--- src/hdl/rcrt_pkg.sv ---
`timescale 1ns / 1ps
// Package for the ring completion retire tracker: item types, codes, FSM state.
// No dependencies; used by rcrt_mod and ring_completion_retire_tracker_unit.
package rcrt_pkg;

	localparam int CNT_W = 11;
	localparam int SUM_W = 12;

	localparam logic [CNT_W-1:0] CNT_MAX        = 11'h7FF;
	localparam logic [CNT_W-1:0] RING_SLOTS_RST = 11'd1024;
	localparam logic [CNT_W-1:0] SLOTS_MIN      = 11'd2;

	localparam logic CMD_MARK   = 1'b0;
	localparam logic CMD_RETIRE = 1'b1;

	localparam logic STATUS_OK    = 1'b0;
	localparam logic STATUS_RANGE = 1'b1;

	typedef struct packed {
		logic       command;
		logic [1:0] ring_id;
		logic [9:0] start_slot;
		logic [9:0] end_slot;
	} rcrt_in_t;

	typedef struct packed {
		logic             status;
		logic [CNT_W-1:0] released_count;
		logic [9:0]       head_slot;
	} rcrt_out_t;

	// request and response of the modulo unit
	typedef struct packed {
		logic             start;
		logic [SUM_W-1:0] dividend;
	} rcrt_mod_req_t;

	typedef struct packed {
		logic             done;
		logic [CNT_W-1:0] remainder;
	} rcrt_mod_rsp_t;

	typedef enum logic [2:0] {
		ST_CLEAR,
		ST_IDLE,
		ST_DECODE,
		ST_WALK_RD,
		ST_WALK_CHK,
		ST_MOD,
		ST_RESP
	} rcrt_state_t;

endpackage

--- src/hdl/rcrt_mod.sv ---
`timescale 1ns / 1ps
// Iterative modulo unit: one compare and subtract per cycle.
// Depends on rcrt_pkg.
module rcrt_mod import rcrt_pkg::*; (
	input  logic             clk,
	input  logic             arst_n,
	input  rcrt_mod_req_t    req,
	input  logic [CNT_W-1:0] divisor,
	output rcrt_mod_rsp_t    rsp
);

	logic             busy_q;
	logic [SUM_W-1:0] rem_q;
	logic             below;

	assign below = rem_q < SUM_W'(divisor);

	always_ff @(posedge clk or negedge arst_n) begin
		if (!arst_n) begin
			busy_q <= 1'b0;
		end else if (req.start) begin
			busy_q <= 1'b1;
		end else if (busy_q && below) begin
			busy_q <= 1'b0;
		end
	end

	always_ff @(posedge clk) begin
		if (req.start) begin
			rem_q <= req.dividend;
		end else if (busy_q && !below) begin
			rem_q <= rem_q - SUM_W'(divisor);
		end
	end

	assign rsp.done      = busy_q && below;
	assign rsp.remainder = rem_q[CNT_W-1:0];

endmodule

--- config.mk ---
export PLATFORM = sky130hd
export DESIGN_NAME = rcrt_mod
export DESIGN_NICKNAME = d
export VERILOG_FILES = /design/src/hdl/rcrt_pkg.sv /design/src/hdl/rcrt_mod.sv
export SDC_FILE = /design/constraint.sdc
export NUM_CORES = 1
export LEC_CHECK = 0
export ABC_AREA = 1
export BUFFER_PORTS_ARGS = -buffer_cell sky130_fd_sc_hd__buf_2
export CAP_MARGIN = 25
export CORE_UTILIZATION = 30
export DETAILED_ROUTE_END_ITERATION = 12
export RECOVER_POWER = 100
export SLEW_MARGIN = 15
export SYNTH_ARGS = -nofsm -noshare
export SYNTH_HDL_FRONTEND = slang
export SYNTH_SLANG_ARGS = --single-unit
export TNS_END_PERCENT = 100
--- constraint.sdc ---
create_clock -name clk -period 2.4 [get_ports clk]
set_input_delay 0.12 -clock clk [delete_from_list [all_inputs] [get_ports clk]]
set_output_delay 0.12 -clock clk [all_outputs]
set_load 0.05 [all_outputs]
==> out/results.tsv, run 1 <==
metric	value	unit
multi-input logic area	705.7	µm²
Seq pwr share	0.222	
RSZ-0062 raised after global routing	no	
Worst Tran Pin Value	595.5	ps
wire per inst	10.33	µm
initial antenna violation count	0	
area delta synth->final	16.12	%
gr usage total	0.1361	
status	completed	
main area contributors after synthesis	edfxtp_1 (27%), nand2_1 (18%), ha_1 (10%), inv_1 (9.8%), buf_4 (6.2%)	
Commonest cells post-synth	nand2_1 (63), inv_1 (35), edfxtp_1 (12), nand3_1 (12), nor2_1 (12)	
startpoint class of the critical path	register	
Layout Nets	271	
R2R Path Start	rem_q[0]	
Max Clk Rate	444.6	MHz
crit path launch	rem_q[0]	
CP Max Fanout	3	
clk root buf	clkbuf_8	
Vias	1242	
Rel. slew slack	0.6047	
capturing point of the worst reg2reg path	rem_q[3]	
total grt overflow	0	
Tmin final	2249	ps
sw power	1.180	mW
#FFs+latches synth	13	
Post-synth ARST share	0.07692	
Clock transition at path regs	60	ps
htree depth	1	
count leader, synth	nand2_1	
mapped cell area	1335	µm²
CTS Buffer Depth	2	
Ant. Diodes	0	
storage element area	385.4	µm²
I/O pin total	38	
Core Area	4144	µm²
worst hold path type	input pin to register	
Fillers	470	
top-area cell type share of the netlist area	0.2699	
syn avg cell area	6.675	µm²
top cell type by total area after synthesis	edfxtp_1	
Placement Rows	23	
final WL	2.914	mm
number of global-route vias before repair	1059	
combinational fraction of design power	0.685	
Reg2Reg Depth	15	
CTS tree	built	
P_leak	0.8544	nW
count of final setup violators	0	
Crit Path Category	register to output pin	
Worst EP arrival	2130	ps
worst path required time	2280	ps
Remaining DRCs	0	
Worst Setup End Kind	output pin	
Place WS	163.9	ps
cts bufs inserted	3	
Ys Warns	0	
Via density	4.404	
Synth Net Count	238	
IO Port Bufs	37	
Die W	68.71	µm
number of library cell types mapped by synthesis	23	
R2R Setup Slk	170	ps
drt initial violations	55	
Die Y	68.71	µm
share of layout cells above drive strength 1	0.1853	
Initial Util	0.3222	
largest net degree at the start of global routing	17	
total power	2.145	mW
sequential fraction of the synthesis area	0.2887	
later-pin clock latency in the skew report	250	ps
Worst Setup Slack, final	150.7	ps
global-route wire length before repair	4.581	mm
antenna-violating nets left	0	
Cells after Synth	200	
Peak VDD IR	527.5	µV
GPL Wtd Cong	0.8125	
dpl hpwl	2.382	mm
EDFF count, synth	12	
Clock Power Share	0.093	
Pre-antenna DRT Iters	4	
MaxCap Viol Count	0	
P per Cell Area	1383	nW/µm²
die area	4721	µm²
switching power share of the total	0.5501	
max-slew violations	0	
final hold violation count	0	
internal power	965.0	µW
setup TNS	0	ps
CTS sink count	13	
Top FF cell, synth	edfxtp_1	
period utilisation layout	0.9372	
Worst Skew	5.223	ps
Setup crit end	rsp[11]	
## cells by family (layout without fill, tap and decap cells)
family | after synthesis | after routing | share of synthesized area
and+or+nand+nor | 106 | 106 | 0.3440
buffers and inverters | 52 | 84 | 0.1771
xor gates and xnor gates | 2 | 2 | 0.01312
adders and majority gates | 12 | 12 | 0.1181
AOI/OAI and AO/OA | 15 | 15 | 0.05904
DFF | 13 | 13 | 0.2887
## how the worst min path moves through the flow
stage	startpoint	to	slack (ps)	cells after the start
after floorplan	arst_n	busy_q	-180	0
after global placement	arst_n	busy_q	-100	1
after detailed placement	arst_n	busy_q	-100	1
after CTS	req[1]	rem_q[1]	130	3
after global routing	req[1]	rem_q[1]	150	3
final	req[1]	rem_q[1]	140	3
## flip-flops by register name, summed over array words and instances (netlist names)
name,count
rem_q,12
busy_q,1
## power by group through the flow
stage | registers (mW) | logic, mW | clock network [mW]
6_report | 0.477 | 1.47 | 0.200
5_1_grt | 0.490 | 1.64 | 0.214
4_1_cts | 0.474 | 1.51 | 0.208
3_5_place_dp | 0.478 | 1.49 | 0
3_3_place_gp | 0.474 | 1.49 | 0
2_1_floorplan | 0.462 | 1.31 | 0
## placed cells by master, fill, tap and decap left out, drive strengths merged, types with 2 or more instances in the layout
cell,count
edfxtp,12
o21ai,10
nand3b,2
ha,11
inv,39
nand3,12
clkbuf,18
nand2,69
buf,26
nand4,3
a21oi,5
nor2,16
nor3,3
## area by class of cell
cell class | count | share of cell area
well taps | 50 | 0.04036
flip-flops and latches | 13 | 0.2486
multi-input cells | 135 | 0.4552
clock buffers | 4 | 0.02906
repair buffers | 41 | 0.1324
inverters | 39 | 0.09443
## worst max-delay path, cell delays in order, from the launching register on
cell and delay [ps]:
edfxtp_1 380, inv_1 70, ha_1 170, inv_2 60, fa_2 370, inv_1 70, nor2_1 50, nor2_2 140
inv_2 50, nand2_2 50, nand2_1 70, nand2_1 80, nand2_2 50, nor2_1 110, buf_6 170
## metal layers
| metal | part of all wire | wire [µm] | track usage |
|---|---|---|---|
| met3 | 0.062 | 181 | 0.03618 |
| met1 | 0.51 | 1492 | 0.1774 |
| met4 | 0.0075 | 22 | 0.03827 |
| met5 | 0 | 0 | 0 |
| met2 | 0.42 | 1218 | 0.2206 |
## through the flow
step	hold WS (ps)	area, µm²	util	cells
floorplan	-175.6	1335	-	200
global placement	-102.8	1508	0.3638	276
detailed placement	-103.3	1508	0.3638	276
CTS	132.7	1565	0.3777	281
global route	151.5	1550	0.3741	282
finish	141.4	1550	0.3741	282
## what timing repair did
item                       in CTS  in global routing
pin swaps                       0                  1
setup endpoints to repair       1                  2
setup buffers                   0                  1
resized for setup               1                  2
hold buffers                    1                  0
hold endpoints to repair        1                  0
Note: power is estimated with default switching activity, not from simulation.
==> inputs of run 2 (changes only) <==
CTS_CLUSTER_DIAMETER = 100   (was default)
MAX_ROUTING_LAYER = met4   (was default)
==> out/results.tsv, run 2 (synthesis gave the netlist of run 1 again) <==
metric	value	unit
P_leak	0.8544	nW
Worst Setup Slack, final	150.2	ps
global-route wire length before repair	4.581	mm
later-pin clock latency in the skew report	250	ps
Crit Path Category	register to output pin	
Finished Layout Cells	282	
Place WS	163.9	ps
Worst Tran Pin Value	595.5	ps
Initial Util	0.3222	
drt initial violations	55	
Core Area	4144	µm²
Largest Register	rem_q	
Peak VDD IR	527.7	µV
htree depth	1	
multi-input logic area	705.7	µm²
Hold WS	141.0	ps
Die Y	68.71	µm
cts bufs inserted	3	
final hold violation count	0	
CTS sink count	13	
Worst Setup End Kind	output pin	
max-slew violations	0	
CTS tree	built	
total power	2.145	mW
Clock transition at path regs	60	ps
family with the most delay on the worst path	simple AND/OR/NAND/NOR gates	
Layout Nets	271	
CP Buf/Inv Count	5	
share of layout cells above drive strength 1	0.1853	
P per Cell Area	1384	nW/µm²
status	completed	
Die W	68.71	µm
die area	4721	µm²
gr usage total	0.1400	
number of global-route vias before repair	1059	
max reg flops	12	
setup TNS	0	ps
Ant. Diodes	0	
Placement Rows	23	
period utilisation layout	0.9374	
final WL	2.914	mm
slowest cell delay on critical path	380	ps
antenna-violating nets left	0	
storage element area	385.4	µm²
most common cell after layout, fill and taps aside	nand2_1	
Worst EP arrival	2130	ps
Via density	4.404	
I/O pin total	38	
CP Max Fanout	3	
Max Clk Rate	444.5	MHz
initial antenna violation count	0	
crit path max-delay cell type	edfxtp_1	
RSZ-0062 raised after global routing	no	
placed cells	276	
dpl hpwl	2.382	mm
worst path cell trace	inv_1 -> ha_1 -> inv_2 -> fa_2 -> inv_1 -> nor2_1 -> nor2_2 -> inv_2 -> nand2_2 -> nand2_1 -> nand2_1 -> nand2_2 -> nor2_1 -> buf_6	
GPL Wtd Cong	0.8245	
largest net degree at the start of global routing	17	
count of final setup violators	0	
startpoint class of the critical path	register	
wire per inst	10.33	µm
Largest regs	rem_q: 12 flops, busy_q: 1 flops	
Remaining DRCs	0	
Vias	1242	
IO Port Bufs	37	
most frequent cells in the layout	nand2_1 (66), inv_1 (36), buf_2 (25), nor2_1 (13)	
clk root buf	clkbuf_8	
worst hold path type	input pin to register	
Rel. slew slack	0.6047	
Pre-antenna DRT Iters	4	
Worst Skew	5.396	ps
total grt overflow	0	
worst path required time	2280	ps
Tmin final	2250	ps
CTS Buffer Depth	2	
area delta synth->final	16.12	%
MaxCap Viol Count	0	
Fillers	470	
## run 2: cell counts in the layout (fill, tap and decap cells not counted)
No cell type changed its count.
## run 2: routing by layer
layer / up-vias / wire [µm] / GRT usage
li1: 676 / - / -
met1: 528 / 1492 / 0.1774
met2: 36 / 1219 / 0.2206
met3: 2 / 181 / 0.03618
met4: 0 / 21 / 0.03827
met5: - / 0 / -
## run 2: path summary, 6_finish.rpt
kind,from,endpoint,slack [ps],cells past startpoint
min reg2reg,busy_q,busy_q,500,2
max,rem_q[0],rsp[11],150,14
min,req[1],rem_q[1],140,3
max reg2reg,rem_q[0],rem_q[3],170,15
max in group asynchronous,arst_n,busy_q,2150,2
min in group asynchronous,arst_n,busy_q,170,2
## run 2: report_power, final
part	leakage [nW]	total (mW)	internal (mW)	switching [mW]
logic	0.697	1.47	0.441	1.03
registers	0.134	0.477	0.406	0.0705
clock network	0.0228	0.200	0.117	0.0826
## run 2: final cells by class
class	instances	share of cell area
timing repair buffer	41	0.1324
multi-input combinational	135	0.4552
sequential	13	0.2486
inverter	39	0.09443
clock buffer	4	0.02906
tap	50	0.04036
## run 2: stage by stage
stage                     instance area (µm²)  utilization
after floorplan                          1335            -
after global placement                   1508       0.3638
after detailed placement                 1508       0.3638
after CTS                                1565       0.3777
after global routing                     1550       0.3741
final                                    1550       0.3741
## run 2: worst min-delay path, cell delays in order
cell	delay, ps
buf_2	70
nand2_1	40
nand2_1	50
## run 2: what timing repair did
action,4_1_cts,5_1_grt
hold endpoints to repair,1,0
setup endpoints to repair,1,2
pin swaps,0,1
buffers inserted,0,1
hold buffers,1,0
resized for setup,1,2
==> inputs of run 3 (changes only) <==
ABC_AREA = 0   (was 1)
CORE_MARGIN = 1.5   (was default)
==> out/results.tsv, run 3 <==
metric	value	unit
initial antenna violation count	0	
Remaining DRCs	0	
Crit Path Category	register to output pin	
max reg flops	12	
number of global-route vias before repair	935	
Core Area	3689	µm²
#FFs+latches synth	13	
wire per inst	11.98	µm
max-slew violations	0	
family with the most delay on the worst path	compound AO/OA/AOI/OAI gates	
most common cell after layout, fill and taps aside	buf_2	
P_leak	0.7247	nW
worst path cell trace	inv_1 -> ha_2 -> inv_2 -> fa_2 -> a21o_1 -> a221oi_4 -> o21bai_2 -> a41oi_2 -> and2_4 -> buf_8	
Top FF cell, synth	edfxtp_1	
die area	4279	µm²
antenna-violating nets left	0	
Largest Register	rem_q	
status	finished with violations	
Commonest cells post-synth	inv_1 (16), nand2_1 (16), o21ai_0 (14)	
total power	2.281	mW
CP Max Fanout	2	
Via density	4.668	
IO Port Bufs	37	
cts bufs inserted	3	
sequential fraction of the synthesis area	0.3298	
P per Cell Area	1516	nW/µm²
max layer used	met4	
top-area cell type share of the netlist area	0.3084	
Cells after Synth	133	
CP Buf/Inv Count	3	
Peak VDD IR	629.7	µV
CTS Buffer Depth	2	
Reg2Reg Depth	10	
share of layout cells above drive strength 1	0.3023	
final hold violation count	0	
startpoint class of the critical path	register	
Hold WS	151.0	ps
period utilisation layout	1.037	
Vias	1027	
Largest regs	rem_q: 12 flops, busy_q: 1 flops	
failing checks	negative setup slack	
Max Clk Rate	401.8	MHz
number of library cell types mapped by synthesis	32	
Clock transition at path regs	50	ps
Rel. slew slack	0.5934	
EDFF count, synth	12	
main area contributors after synthesis	edfxtp_1 (31%), ha_1 (12%), buf_4 (7.1%), o21ai_0 (6.0%), inv_1 (5.1%)	
Pre-antenna DRT Iters	4	
Layout Nets	211	
Tmin final	2489	ps
worst path required time	2280	ps
CTS tree	built	
met3 wire len	177	µm
met1 WL	1.189	mm
largest net degree at the start of global routing	26	
I/O pin total	38	
dpl hpwl	1.917	mm
Worst EP arrival	2370	ps
Initial Util	0.3168	
Hold Crit Depth	3	
later-pin clock latency in the skew report	240	ps
DR WL met2	1.244	mm
slowest cell delay on critical path	370	ps
RSZ-0062 raised after global routing	yes	
CTS sink count	13	
GPL Wtd Cong	0.7946	
top cell type by total area after synthesis	edfxtp_1	
count of final setup violators	1	
total grt overflow	0	
htree depth	1	
gr usage total	0.1337	
Synth Net Count	171	
Placement Rows	22	
worst hold path type	input pin to register	
Worst Tran Pin Value	612.5	ps
Place WS	-172.3	ps
critical path depth	10	
Worst Setup End Kind	output pin	
final WL	2.636	mm
global-route wire length before repair	4.250	mm
clk root buf	clkbuf_8	
Post-synth ARST share	0.07692	
mapped cell area	1169	µm²
most frequent cells in the layout	buf_2 (26), nand2_1 (16), inv_1 (15), edfxtp_1 (12)	
MaxCap Viol Count	0	
Ys Warns	0	
drt initial violations	35	
Worst Skew	4.667	ps
Die W	65.42	µm
crit path max-delay cell type	edfxtp_1	
Worst Setup Slack, final	-88.52	ps
Die Y	65.42	µm
Ant. Diodes	0	
area delta synth->final	28.69	%
syn avg cell area	8.787	µm²
## run 3: cell families after synthesis
group | Yosys count | share of synthesized area
XOR/XNOR | 8 | 0.05995
AND/OR/NAND/NOR | 33 | 0.1306
multiplexers | 2 | 0.01820
adder cells (fa/ha/maj) | 12 | 0.1349
flip-flops | 13 | 0.3298
AO/OA/AOI/OAI | 34 | 0.1906
buffers and inverters | 31 | 0.1360
## run 3: final cells by class
class / instances / area (µm²)
fill: 401 / 2185
tap: 48 / 60.06
multi-input combinational: 90 / 678.2
sequential: 13 / 385.4
inverter: 16 / 60.06
clock buffer: 4 / 45.04
timing repair buffer: 49 / 275.3
## run 3: per-stage QoR
step | utilization | area (µm²) | std cells | setup TNS (ps)
after detailed placement | 0.3680 | 1358 | 208 | -2216
after CTS | 0.4043 | 1491 | 218 | -125.7
after floorplan | - | 1174 | 133 | 0
final | 0.4077 | 1504 | 220 | -88.52
after global placement | 0.3680 | 1358 | 208 | -1144
after global routing | 0.4077 | 1504 | 220 | -1304
## run 3: tightest hold or removal path: stages
cell and delay (ps):
buf_2 70, nand2_1 40, o21ai_0 50
## run 3: worst paths after layout
| path | startpoint | end | slack (ps) |
|---|---|---|---|
| max in group asynchronous | arst_n | busy_q | 2140 |
| max | rem_q[0] | rsp[11] | -90 |
| max reg2reg | rem_q[0] | rem_q[3] | 40 |
| min reg2reg | busy_q | busy_q | 690 |
| min | req[10] | rem_q[10] | 150 |
| min in group asynchronous | arst_n | busy_q | 180 |
## run 3: report_power, final
group	internal [mW]	switching (mW)	total (mW)
registers	0.414	0.0680	0.482
logic	0.609	0.996	1.61
clock network	0.117	0.0759	0.193
## run 3: repair_timing
action / CTS / global route
hold endpoints to repair: 1 / 0
pin swaps: 5 / 3
cloned: 1 / 0
hold buffers: 1 / 0
setup endpoints to repair: 14 / 16
gates resized for setup: 8 / 5
buffers inserted: 4 / 4
## run 3: layer usage
metal	track usage	up-vias
met5	-	-
met1	0.1764	457
met2	0.2054	32
li1	-	536
met3	0.03596	2
met4	0.03125	0
